File: config.mk
export PLATFORM = sky130hd
export DESIGN_NAME = gsm_weigh
export DESIGN_NICKNAME = d
export VERILOG_FILES = /design/src/rtl/core/gsm_pkg.sv /design/src/rtl/core/gsm_weigh.sv
export SDC_FILE = /design/constraint.sdc
export NUM_CORES = 2
export LEC_CHECK = 0
export ABC_AREA = 0
export BUFFER_PORTS_ARGS = -buffer_cell sky130_fd_sc_hd__buf_2
export CAP_MARGIN = 10
export CORE_MARGIN = 10
export CORE_UTILIZATION = 25
export DETAILED_ROUTE_END_ITERATION = 16
export PLACE_DENSITY = 0.49
export SLEW_MARGIN = 20
export SYNTH_ARGS = -nofsm -noshare
export SYNTH_HDL_FRONTEND = slang
export SYNTH_SLANG_ARGS = --single-unit
File: constraint.sdc
create_clock -name clock -period 7.05 [get_ports clock]
set_input_delay 0 -clock clock [delete_from_list [all_inputs] [get_ports clock]]
set_output_delay 0 -clock clock [all_outputs]
set_load 0.05 [all_outputs]
File: src/rtl/core/gsm_pkg.sv
package gsm_pkg;

   localparam int MAX_WIDTH = 1024;
   localparam int ADDR_W    = $clog2(MAX_WIDTH);

   localparam int PIX_W  = 16;
   localparam int WGT_W  = 16;
   localparam int IW_W   = 11;
   localparam int CMP_W  = (ADDR_W + 1 > IW_W) ? ADDR_W + 1 : IW_W;

   // four taps summed, times a weight, three products summed
   localparam int SUM_W   = PIX_W + 2;
   localparam int PROD_W  = SUM_W + WGT_W;
   localparam int CPROD_W = PIX_W + WGT_W;
   localparam int ACC_W   = PROD_W + 2;

   localparam logic [ACC_W-1:0] ROUND_HALF = ACC_W'(1) << (WGT_W - 1);
   localparam logic [PIX_W-1:0] PIX_MAX    = '1;

   localparam int CSR_AW = 4;
   localparam int CSR_DW = 32;

   localparam logic [IW_W-1:0]  RST_IMAGE_WIDTH = IW_W'(1024);
   localparam logic [WGT_W-1:0] RST_CORNER      = WGT_W'(4923);
   localparam logic [WGT_W-1:0] RST_EDGE        = WGT_W'(8116);
   localparam logic [WGT_W-1:0] RST_CENTER      = WGT_W'(13381);

   typedef enum logic [1:0] {
      REG_IMAGE_WIDTH,
      REG_CORNER_WEIGHT,
      REG_EDGE_WEIGHT,
      REG_CENTER_WEIGHT
   } gsm_reg_type;

   typedef struct packed {
      logic [PIX_W-1:0] pixel_in;
      logic             drain;
   } gsm_req_type;

   typedef struct packed {
      logic [PIX_W-1:0] pixel_out;
      logic             end_of_row;
      logic             end_of_frame;
      logic             last_of_run;
   } gsm_rsp_type;

   // one line store entry: rows r-2 and r-1 at one column
   typedef struct packed {
      logic [PIX_W-1:0] upper;
      logic [PIX_W-1:0] middle;
   } gsm_line_type;

   typedef struct packed {
      logic [PIX_W-1:0]  pixel;
      logic              drain;
      logic [ADDR_W-1:0] col;
      logic              last;
      logic              first;
   } gsm_item_type;

   typedef struct packed {
      logic [WGT_W-1:0] corner;
      logic [WGT_W-1:0] edge_w;
      logic [WGT_W-1:0] center;
   } gsm_weights_type;

   typedef struct packed {
      logic [SUM_W-1:0] a_cor;
      logic [SUM_W-1:0] a_edg;
      logic [PIX_W-1:0] a_cen;
      logic [SUM_W-1:0] b_cor;
      logic [SUM_W-1:0] b_edg;
      logic [PIX_W-1:0] b_cen;
      logic             a_v;
      logic             b_v;
      logic             eof;
   } gsm_sums_type;

   typedef struct packed {
      logic [PIX_W-1:0] a_pix;
      logic [PIX_W-1:0] b_pix;
      logic             a_v;
      logic             b_v;
      logic             eof;
   } gsm_pair_type;

endpackage

File: src/rtl/core/gsm_weigh.sv
module gsm_weigh (
   input  logic                     clock,
   input  logic                     reset,
   input  logic                     adv,
   input  gsm_pkg::gsm_sums_type    sums,
   input  gsm_pkg::gsm_weights_type weights,
   output gsm_pkg::gsm_pair_type    pair
);

   logic [gsm_pkg::PROD_W-1:0]  a_cor_ff, a_edg_ff, b_cor_ff, b_edg_ff;
   logic [gsm_pkg::CPROD_W-1:0] a_cen_ff, b_cen_ff;
   logic                        a_v_ff, b_v_ff, eof_ff;

   function automatic logic [gsm_pkg::PIX_W-1:0] round_sat(
      input logic [gsm_pkg::PROD_W-1:0]  cor,
      input logic [gsm_pkg::PROD_W-1:0]  edg,
      input logic [gsm_pkg::CPROD_W-1:0] cen
   );
      logic [gsm_pkg::ACC_W-1:0] acc;
      logic [gsm_pkg::ACC_W-1:0] q;
      acc = gsm_pkg::ACC_W'(cor) + gsm_pkg::ACC_W'(edg) + gsm_pkg::ACC_W'(cen)
          + gsm_pkg::ROUND_HALF;
      q   = acc >> gsm_pkg::WGT_W;
      if (q[gsm_pkg::ACC_W-1:gsm_pkg::PIX_W] != '0) begin
         round_sat = gsm_pkg::PIX_MAX;
      end else begin
         round_sat = q[gsm_pkg::PIX_W-1:0];
      end
   endfunction

   always_ff @(posedge clock) begin
      if (adv) begin
         a_cor_ff <= sums.a_cor * weights.corner;
         a_edg_ff <= sums.a_edg * weights.edge_w;
         a_cen_ff <= sums.a_cen * weights.center;
         b_cor_ff <= sums.b_cor * weights.corner;
         b_edg_ff <= sums.b_edg * weights.edge_w;
         b_cen_ff <= sums.b_cen * weights.center;
         eof_ff   <= sums.eof;
      end
   end

   always_ff @(posedge clock) begin
      if (reset) begin
         a_v_ff <= 1'b0;
         b_v_ff <= 1'b0;
      end else if (adv) begin
         a_v_ff <= sums.a_v;
         b_v_ff <= sums.b_v;
      end
   end

   always_comb begin
      pair.a_pix = round_sat(a_cor_ff, a_edg_ff, a_cen_ff);
      pair.b_pix = round_sat(b_cor_ff, b_edg_ff, b_cen_ff);
      pair.a_v   = a_v_ff;
      pair.b_v   = b_v_ff;
      pair.eof   = eof_ff;
   end

endmodule

==> flow_metrics.py <==
metrics = {
    "floorplan": {
        "rows": 186,
        "dieHeight_um": 527,
        "core_um2": 256000,
        "initial_core_util_pct": 25.1,
        "dieWidth_um": 527,
        "dieArea_um2": 278000,
        "io_pins": 193,
    },
    "layout": {
        "drive_gt1_share_pct": 5.49,
        "regArea_um2": 6080,
        "multi_input_area_um2": 51800,
        "syn_to_final_growth_pct": 9.34,
        "nFillCells": 27100,
        "post-route-util_pct": 27.4,
        "fin_nets": 9115,
    },
    "setup_path": {
        "startpoint_type": "input pin",
        "reg2reg_depth": 3,
        "path_cells": "buf_2 -> nand2_1 -> fa_1 -> fa_1 -> fa_1 -> inv_1 -> fa_1 -> fa_1 -> inv_1 -> fa_1 -> inv_1 -> ha_1 -> nand4_1 -> nor2_1 -> nand4_1 -> nand3_1 -> nor3b_1 -> o2111ai_1 -> nand3_1 -> a31o_2 -> a21oi_1 -> xnor2_1",
        "slowest_stage": "buf_2",
        "r2r-start": "b_v_ff",
        "crit_top_cell": "fa_1",
        "cp-end-kind": "flip-flop",
        "max_stage_delay_ps": 640,
        "path_max_fanout": 32,
        "crit_type": "input pin to flip-flop",
        "arrival_ps": 6520,
        "reg2reg_setup_slack_ps": 5910,
        "reg2reg_to": "b_v_ff",
        "required_ps": 7360,
    },
    "cts": {
        "cts_num_sinks": 203,
        "ctsHoldBuffers": 7,
        "cts_tree": "done",
        "h-tree-depth": 1,
        "clk_latency_ps": 580,
        "cts-buffers-inserted": 28,
        "path_clk_slew_ps": 60,
        "post_cts_resized": 0,
        "cts_setup_buffers": 0,
        "clk_path_buf_depth": 3,
        "root_buffer": "clkbuf_16",
    },
    "global_routing": {
        "gr-usage-all-layers_pct": 13.3,
        "grt_pass1_wl_um": 293000,
        "grt_max_degree": 147,
        "grt_pass1_vias": 50400,
        "grt_antenna_before_repair": 28,
        "grt_overflow": 0,
    },
    "drt": {
        "vias": 45200,
        "ant_nets": 0,
        "firstDrtPassIters": 6,
        "drt-total-wl_um": 184000,
        "drc": 0,
        "avgViaCountPerCell": 4.40,
        "drt_iter0_markers": 2147,
        "wl_per_cell_um": 17.9,
    },
    "hold_path": {
        "hp-class": "input pin to flip-flop",
        "worstHoldStart": "sums[19]",
        "worstHoldEndpoint": "b_edg_ff[0]",
        "min_path_cells": 2,
    },
    "logic_synthesis": {
        "synth_cells": 6789,
        "synth_fp_nets": 9053,
        "yosysWarnings": 0,
        "netlist_area_um2": 64200,
        "synth_edf_count": 201,
        "avgSynthCellArea_um2": 9.46,
        "ys_seq_area_share_pct": 9.46,
        "synth_seq_cells": 203,
        "async_reset_ff_share_pct": 0,
        "post_synth_num_cell_types": 77,
        "synth_flop_cell": "edfxtp_1",
    },
    "timing": {
        "slew_viol_final": 0,
        "slew_headroom_pct": 31.7,
        "fmax_ghz": 0.161,
        "finClkSkew_ps": 0,
        "fin_crit_sh_pct": 88.1,
        "fin_crit_ps": 6210,
        "fin_ws_ps": 840,
        "hold_violations": 0,
        "setup_viol": 0,
        "tns_ps": 0,
        "holdWs_ps": 35.0,
        "max_slew.worst_pin.slew_ps": 1010,
        "rsz0062_at_grt": "no",
    },
    "placement": {
        "dp_hpwl_um": 155000,
        "io_buffers": 192,
        "gp_congestion": 0.837,
        "place_ws_ps": 269,
    },
    "outcome": {
        "status": "finished clean",
    },
    "run": {
        "maxCapViolCount": 0,
    },
}
placed cells by master (no fill, tap or decap), types with 34 or more instances in the layout:
cell	count
o21a_1	34
buf_2	191
o21ai_0	99
ha_1	766
xnor2_1	134
fa_1	1340
inv_1	1405
and2_1	791
a21o_1	95
nor3_1	35
buf_4	108
nand2_1	977
a21oi_1	162
nor2_1	105
xor2_1	57
edfxtp_1	201
metal layers:
layer  vias to the layer above  global-route usage [%]  share of wire, %  routed length, um
met5                         -                       0             0.040                 74
met4                        14                    4.07               3.3               6130
met3                       231                    1.84               4.9               8920
met2                       960                    22.6                48              87900
met1                     23200                    17.5                44              80800
li1                      20800                       -                 -                  -
synthesized netlist by cell type (5+ instances only):
cell       number  area (um2)
nand3_1        30         150
a31oi_1        22         138
and3_1         21         131
nand4_1        15        93.8
o2111ai_1       5        43.8
a211oi_1       16         120
a21o_1         95         713
inv_1        1405        5270
o21ai_0        99         495
nor3_1         35         175
xor2_1         57         499
nand2_1       977        3670
edfxtp_1      201        6040
or2_2           9        56.3
nand2b_1       23         144
a21oi_1       162         811
a21boi_0        5        37.5
o21ai_1         7        35.0
nor2_1        105         394
o211ai_1       10        75.1
o21a_1         34         255
o31ai_1        10        75.1
and2_1        791        4950
fa_1         1340       26800
or3_1           8        50.1
clkbuf_1      273        1020
nor2b_1        24         150
o21bai_1       19         143
ha_1          766        9580
xnor2_1       134        1170
cell type report:
cell class | count | area share [%]
clock inverter | 18 | 0.241
antenna | 11 | 0.0392
multi-input combinational | 4903 | 73.8
tap | 3384 | 6.03
inverter | 1405 | 7.51
sequential | 203 | 8.65
timing repair buffer | 310 | 2.72
clock buffer | 32 | 1.02
through the flow:
stage / cell area (um2) / cells
5_1_grt: 70200 / 10300
6_report: 70200 / 10300
2_1_floorplan: 64200 / 6789
3_5_place_dp: 69200 / 10200
3_3_place_gp: 69200 / 10200
4_1_cts: 70200 / 10300
cells by family (layout without fill, tap and decap cells):
kind of cell	Yosys count	in the layout	synth area share, %
compound gates	544	544	5.56
xor+xnor	191	191	2.61
fa+ha+maj	2106	2106	56.7
other cells	0	11	0
mux	3	3	0.0487
buf+inv	1683	1765	9.86
simple gates	2059	2059	15.8
flops	203	203	9.46
sequential cells by signal (all words and copies together), names as in the netlist:
register  flops
b_cor_ff     34
b_edg_ff     34
a_cor_ff     34
eof_ff        1
a_cen_ff     32
b_v_ff        1
a_edg_ff     34
a_v_ff        1
b_cen_ff     32
how the worst max path moves through the flow:
stage,from,endpoint,slack [ps],cells after the start
floorplan,weights[39],a_cor_ff[32],780,25
global placement,weights[23],b_edg_ff[28],250,23
detailed placement,weights[25],b_edg_ff[28],270,23
CTS,b_edg_ff[12],pair[6],700,14
global route,weights[2],a_cen_ff[31],460,22
finish,weights[2],a_cen_ff[30],840,22
worst max-delay path, delay by kind of cell:
family / cells / cell delay [ps]
compound gates: 3 / 460
xor+xnor: 1 / 530
fa+ha+maj: 7 / 3390
buf+inv: 4 / 800
simple gates: 7 / 1290
Power is not shown: default switching activity piles up to over one toggle a cycle in this logic, so the estimate is an artifact.
