**config.mk**
```make
export PLATFORM = sky130hd
export DESIGN_NAME = gsm_window
export DESIGN_NICKNAME = d
export VERILOG_FILES = /design/src/rtl/core/gsm_pkg.sv /design/src/rtl/core/gsm_window.sv
export SDC_FILE = /design/constraint.sdc
export NUM_CORES = 1
export LEC_CHECK = 0
export ABC_CLOCK_PERIOD_IN_PS = 6550
export BUFFER_PORTS_ARGS = -buffer_cell sky130_fd_sc_hd__buf_2
export CORE_UTILIZATION = 54
export DETAILED_ROUTE_END_ITERATION = 8
export GPL_TIMING_DRIVEN = 0
export PLACE_DENSITY = 0.79
export SKIP_LAST_GASP = 1
export SLEW_MARGIN = 20
export SYNTH_ARGS = -nofsm -noshare
export SYNTH_HDL_FRONTEND = slang
export SYNTH_SLANG_ARGS = --single-unit
```
**constraint.sdc**
```tcl
create_clock -name clock -period 6.55 [get_ports clock]
set_input_delay 0.9825 -clock clock [delete_from_list [all_inputs] [get_ports clock]]
set_output_delay 0.9825 -clock clock [all_outputs]
set_load 0.03 [all_outputs]
```
**src/rtl/core/gsm_pkg.sv**
```systemverilog
package gsm_pkg;

   localparam int MAX_WIDTH = 1024;
   localparam int ADDR_W    = $clog2(MAX_WIDTH);

   localparam int PIX_W  = 16;
   localparam int WGT_W  = 16;
   localparam int IW_W   = 11;
   localparam int CMP_W  = (ADDR_W + 1 > IW_W) ? ADDR_W + 1 : IW_W;

   // four taps summed, times a weight, three products summed
   localparam int SUM_W   = PIX_W + 2;
   localparam int PROD_W  = SUM_W + WGT_W;
   localparam int CPROD_W = PIX_W + WGT_W;
   localparam int ACC_W   = PROD_W + 2;

   localparam logic [ACC_W-1:0] ROUND_HALF = ACC_W'(1) << (WGT_W - 1);
   localparam logic [PIX_W-1:0] PIX_MAX    = '1;

   localparam int CSR_AW = 4;
   localparam int CSR_DW = 32;

   localparam logic [IW_W-1:0]  RST_IMAGE_WIDTH = IW_W'(1024);
   localparam logic [WGT_W-1:0] RST_CORNER      = WGT_W'(4923);
   localparam logic [WGT_W-1:0] RST_EDGE        = WGT_W'(8116);
   localparam logic [WGT_W-1:0] RST_CENTER      = WGT_W'(13381);

   typedef enum logic [1:0] {
      REG_IMAGE_WIDTH,
      REG_CORNER_WEIGHT,
      REG_EDGE_WEIGHT,
      REG_CENTER_WEIGHT
   } gsm_reg_type;

   typedef struct packed {
      logic [PIX_W-1:0] pixel_in;
      logic             drain;
   } gsm_req_type;

   typedef struct packed {
      logic [PIX_W-1:0] pixel_out;
      logic             end_of_row;
      logic             end_of_frame;
      logic             last_of_run;
   } gsm_rsp_type;

   // one line store entry: rows r-2 and r-1 at one column
   typedef struct packed {
      logic [PIX_W-1:0] upper;
      logic [PIX_W-1:0] middle;
   } gsm_line_type;

   typedef struct packed {
      logic [PIX_W-1:0]  pixel;
      logic              drain;
      logic [ADDR_W-1:0] col;
      logic              last;
      logic              first;
   } gsm_item_type;

   typedef struct packed {
      logic [WGT_W-1:0] corner;
      logic [WGT_W-1:0] edge_w;
      logic [WGT_W-1:0] center;
   } gsm_weights_type;

   typedef struct packed {
      logic [SUM_W-1:0] a_cor;
      logic [SUM_W-1:0] a_edg;
      logic [PIX_W-1:0] a_cen;
      logic [SUM_W-1:0] b_cor;
      logic [SUM_W-1:0] b_edg;
      logic [PIX_W-1:0] b_cen;
      logic             a_v;
      logic             b_v;
      logic             eof;
   } gsm_sums_type;

   typedef struct packed {
      logic [PIX_W-1:0] a_pix;
      logic [PIX_W-1:0] b_pix;
      logic             a_v;
      logic             b_v;
      logic             eof;
   } gsm_pair_type;

endpackage

```
**src/rtl/core/gsm_window.sv**
```systemverilog
module gsm_window (
   input  logic                  clock,
   input  logic                  reset,
   input  logic                  adv,
   input  logic                  item_v,
   input  gsm_pkg::gsm_item_type item,
   input  gsm_pkg::gsm_line_type line,
   output gsm_pkg::gsm_sums_type sums
);

   logic [gsm_pkg::PIX_W-1:0] win_ff [6];
   logic [gsm_pkg::PIX_W-1:0] cur [3];
   logic [gsm_pkg::PIX_W-1:0] lft [3];
   logic [gsm_pkg::PIX_W-1:0] mid [3];
   logic                      col_zero;
   gsm_pkg::gsm_sums_type     sums_in;
   gsm_pkg::gsm_sums_type     sums_ff;

   function automatic logic [gsm_pkg::SUM_W-1:0] add4(
      input logic [gsm_pkg::PIX_W-1:0] a,
      input logic [gsm_pkg::PIX_W-1:0] b,
      input logic [gsm_pkg::PIX_W-1:0] c,
      input logic [gsm_pkg::PIX_W-1:0] d
   );
      add4 = gsm_pkg::SUM_W'(a) + gsm_pkg::SUM_W'(b)
           + gsm_pkg::SUM_W'(c) + gsm_pkg::SUM_W'(d);
   endfunction

   always_comb begin
      cur[0]   = line.upper;
      cur[1]   = line.middle;
      cur[2]   = item.drain ? line.middle : item.pixel;
      col_zero = (item.col == '0);
      for (int i = 0; i < 3; i++) begin
         lft[i] = col_zero ? cur[i] : win_ff[i];
         mid[i] = col_zero ? cur[i] : win_ff[i+3];
      end

      // A: column c-1 between left and current; B: column c, right replicated
      sums_in.a_cor = add4(lft[0], lft[2], cur[0], cur[2]);
      sums_in.a_edg = add4(mid[0], mid[2], lft[1], cur[1]);
      sums_in.a_cen = mid[1];
      sums_in.b_cor = add4(mid[0], mid[2], cur[0], cur[2]);
      sums_in.b_edg = add4(cur[0], cur[2], mid[1], cur[1]);
      sums_in.b_cen = cur[1];
      sums_in.a_v   = item_v && !item.first && !col_zero;
      sums_in.b_v   = item_v && !item.first && item.last;
      sums_in.eof   = item.drain;
   end

   always_ff @(posedge clock) begin
      if (reset) begin
         for (int i = 0; i < 6; i++) begin
            win_ff[i] <= '0;
         end
      end else if (adv && item_v && !item.first) begin
         for (int i = 0; i < 3; i++) begin
            win_ff[i]   <= mid[i];
            win_ff[i+3] <= cur[i];
         end
      end
   end

   always_ff @(posedge clock) begin
      if (reset) begin
         sums_ff.a_v <= 1'b0;
         sums_ff.b_v <= 1'b0;
      end else if (adv) begin
         sums_ff <= sums_in;
      end
   end

   assign sums = sums_ff;

endmodule

```
==> run_results.csv <==
group,metric,value,unit
outcome,run_status,"complete, no violations",
finish,antenna_cells,0,
global_routing,grt_pass1_wl,56540,um
synthesis,synthArstFlopShare,0,%
synthesis,seq_area_frac_synth,43.83,%
timing,skew,0.01163,ns
floorplan,fp.dieW,162.2,um
floorplan,fp.dieArea,26320,sq um
timing,fmax,157.7,MHz
hold_path,hold_path_class,"register to register",
placed_design,dpl_cell_area,15230,sq um
timing,finalCriticalPeriod,6.339,ns
global_routing,antenna_found_initial,0,
floorplan,num_io_pins,172,
synthesis,ys_warn_count,0,
routing,drtIter0Drc,972,
synthesis,syn-num-nets,1541,
clock_network,clk_latency,0.53,ns
global_routing,grt_max_degree,55,
timing,finalHoldViolCount,0,
global_routing,grt_use_total,28.45,%
placed_design,io_buffers,171,
critical_path,crit_type,"input port to register",
finish,fin_area,15980,sq um
routing,route.detailed.drc,0,
clock_network,path_clk_slew,0.06,ns
clock_network,cts_buffers,23,
clock_network,htree_levels,1,
synthesis,synth-seq-cells,203,
power_and_ir_drop,peakVddDrop,256.6,uV
finish,layout.cells.non_filler,1841,
power_and_ir_drop,cellPowerDensity,353.5,nW/um^2
routing,ant_nets,0,
finish,final_cell_mix,"edfxtp_1 (201), buf_2 (175), nor2_1 (161)",
finish,layout-drive-gt1-share,15.82,%
clock_network,clock-root-buffer,"clkbuf_16",
timing,min_period_over_period,96.78,%
routing,first_pass_iters,5,
floorplan,die_h,162.2,um
power_and_ir_drop,power.leakage,7.219,nW
routing,vias,10440,
finish,layout_commonest_cell,"edfxtp_1",
floorplan,start_util,55.05,%
synthesis,syn_avg_cell_area,10.70,sq um
global_routing,grt_pass1_vias,10220,
critical_path,cp-start-kind,"input port",
finish,layout.nets,1740,
finish,post-route-util,63.47,%
synthesis,synth_flop_cell,"edfxtp_1",
synthesis,synth.cell_area,13860,sq um
timing,setup_violations,0,
timing,hold-worst-slack,0.4626,ns
synthesis,synth_edf_count,201,
timing,worstMarginPinSlew,0.8904,ns
placed_design,dp.cells,1800,
timing,slew_headroom,38.94,%
routing,viasPerCell,5.671,
flow_run,drv_cap,0,
clock_network,cts_sinks,203,
floorplan,rows,58,
routing,routedWlPerCell,19.84,um
global_routing,grt.overflow.total,0,
critical_path,crit_path_max_fanout,10,
finish,area_delta_synth_final,15.30,%
synthesis,ys_types,62,
placed_design,gp_congestion,0.9050,
timing,grt_setup_unrepaired,"true",
clock_network,tritoncts,"built",
synthesis,syn_inst,1295,
routing,wl,36530,um
floorplan,core,25180,sq um
finish,fillCellCount,2027,
placed_design,dp_hpwl,28460,um
critical_path,cp-end-kind,"register",
critical_path,required,6.92,ns
critical_path,crit_arrival,6.71,ns
timing,fin_tns_setup,0,ns
timing,drv_slew,0,
clock_network,clockBufferDepth,3,
==> synth_stat cells, types with 15 or more instances <==
| master | number | area share [%] |
|---|---|---|
| nand2_1 | 139 | 3.8 |
| ha_1 | 82 | 7.4 |
| nor3_1 | 27 | 0.97 |
| inv_1 | 136 | 3.7 |
| a21oi_1 | 86 | 3.1 |
| mux2i_1 | 15 | 1.1 |
| a21o_1 | 36 | 1.9 |
| nor2_1 | 161 | 4.4 |
| xor2_1 | 22 | 1.4 |
| fa_1 | 99 | 14 |
| clkbuf_1 | 26 | 0.70 |
| and2_1 | 22 | 0.99 |
| edfxtp_1 | 201 | 44 |
| o21ai_0 | 31 | 1.1 |
| nand3_1 | 15 | 0.54 |
| xnor2_1 | 48 | 3.0 |
==> metal layers <==
metal,GRT usage [%],part of all wire [%],vias up
li1,-,-,4851
met1,42.22,43,5052
met2,43.71,45,483
met3,3.677,8.8,54
met4,8.405,2.6,0
met5,0,0,-
==> through the flow <==
stage | total power (W) | setup WS [ns]
after global placement | 0.004339 | -1.397
after global routing | 0.005995 | -0.02454
after detailed placement | 0.004367 | -0.7605
final | 0.005650 | 0.2107
after CTS | 0.005642 | 0.04766
after floorplan | 0.003712 | 0.3156
==> cell type report <==
| type | count | area [sq um] | area share, % |
|---|---|---|---|
| Buffer | 38 | 166.4 | 1.041 |
| Clock buffer | 27 | 590.6 | 3.695 |
| Clock inverter | 15 | 128.9 | 0.8063 |
| Inverter | 137 | 514.2 | 3.217 |
| Multi-Input combinational cell | 916 | 7151 | 44.74 |
| Sequential cell | 203 | 6076 | 38.01 |
| Tap cell | 330 | 412.9 | 2.583 |
| Timing Repair Buffer | 175 | 943.4 | 5.903 |
==> where the power goes <==
part	internal, W	switching [W]
Clock	0.000723	0.000533
Combinational	0.00101	0.00161
Sequential	0.00174	0.0000421
==> state kept, by name (all words and copies together), names as in the netlist <==
signal / flops
sums: 107
win_ff: 96
==> final timing paths <==
path	slack, ns	to	start	depth (start not counted)
hold reg to reg	0.46	sums[2]	sums[2]	2
hold / removal	0.46	sums[2]	sums[2]	2
setup reg to reg	1.59	sums[53]	win_ff[3][1]	19
setup / recovery	0.21	sums[52]	item[7]	26
==> timing repair <==
action | in CTS | in global routing
pin swaps | 0 | 1
hold buffers | 0 | 0
endpoints found under the setup margin | 6 | 10
resized for setup | 2 | 13
setup buffers | 0 | 0
==> critical path: stages <==
cell and delay, ns:
buf_2 0.10, nor4_2 0.41, and3_1 0.25, clkbuf_1 0.19, clkbuf_4 0.30, clkbuf_4 0.30
nand2_1 0.12, nand2_1 0.11, ha_1 0.27, nor2b_1 0.15, o21ai_0 0.21, a21oi_1 0.17
o211ai_1 0.32, nand2_1 0.22, a31oi_2 0.29, xor2_1 0.24, fa_1 0.45, inv_1 0.07
ha_1 0.26, inv_1 0.14, a31oi_1 0.08, o211a_1 0.24, or2_2 0.33, a211oi_1 0.26
o41ai_1 0.11, nor2_1 0.12
==> logic make-up (layout without fill, tap and decap cells) <==
kind of cell               Yosys count  in the layout  share of synthesized area [%]
AOI/OAI and AO/OA                  228            228                          10.54
xor gates and xnor gates            70             70                          4.423
adders and majority gates          181            181                          21.70
buffers and inverters              176            392                          4.865
DFF                                203            203                          43.83
muxes                               17             17                          1.327
and+or+nand+nor                    420            420                          13.31
(Power assumes the default switching activity.)
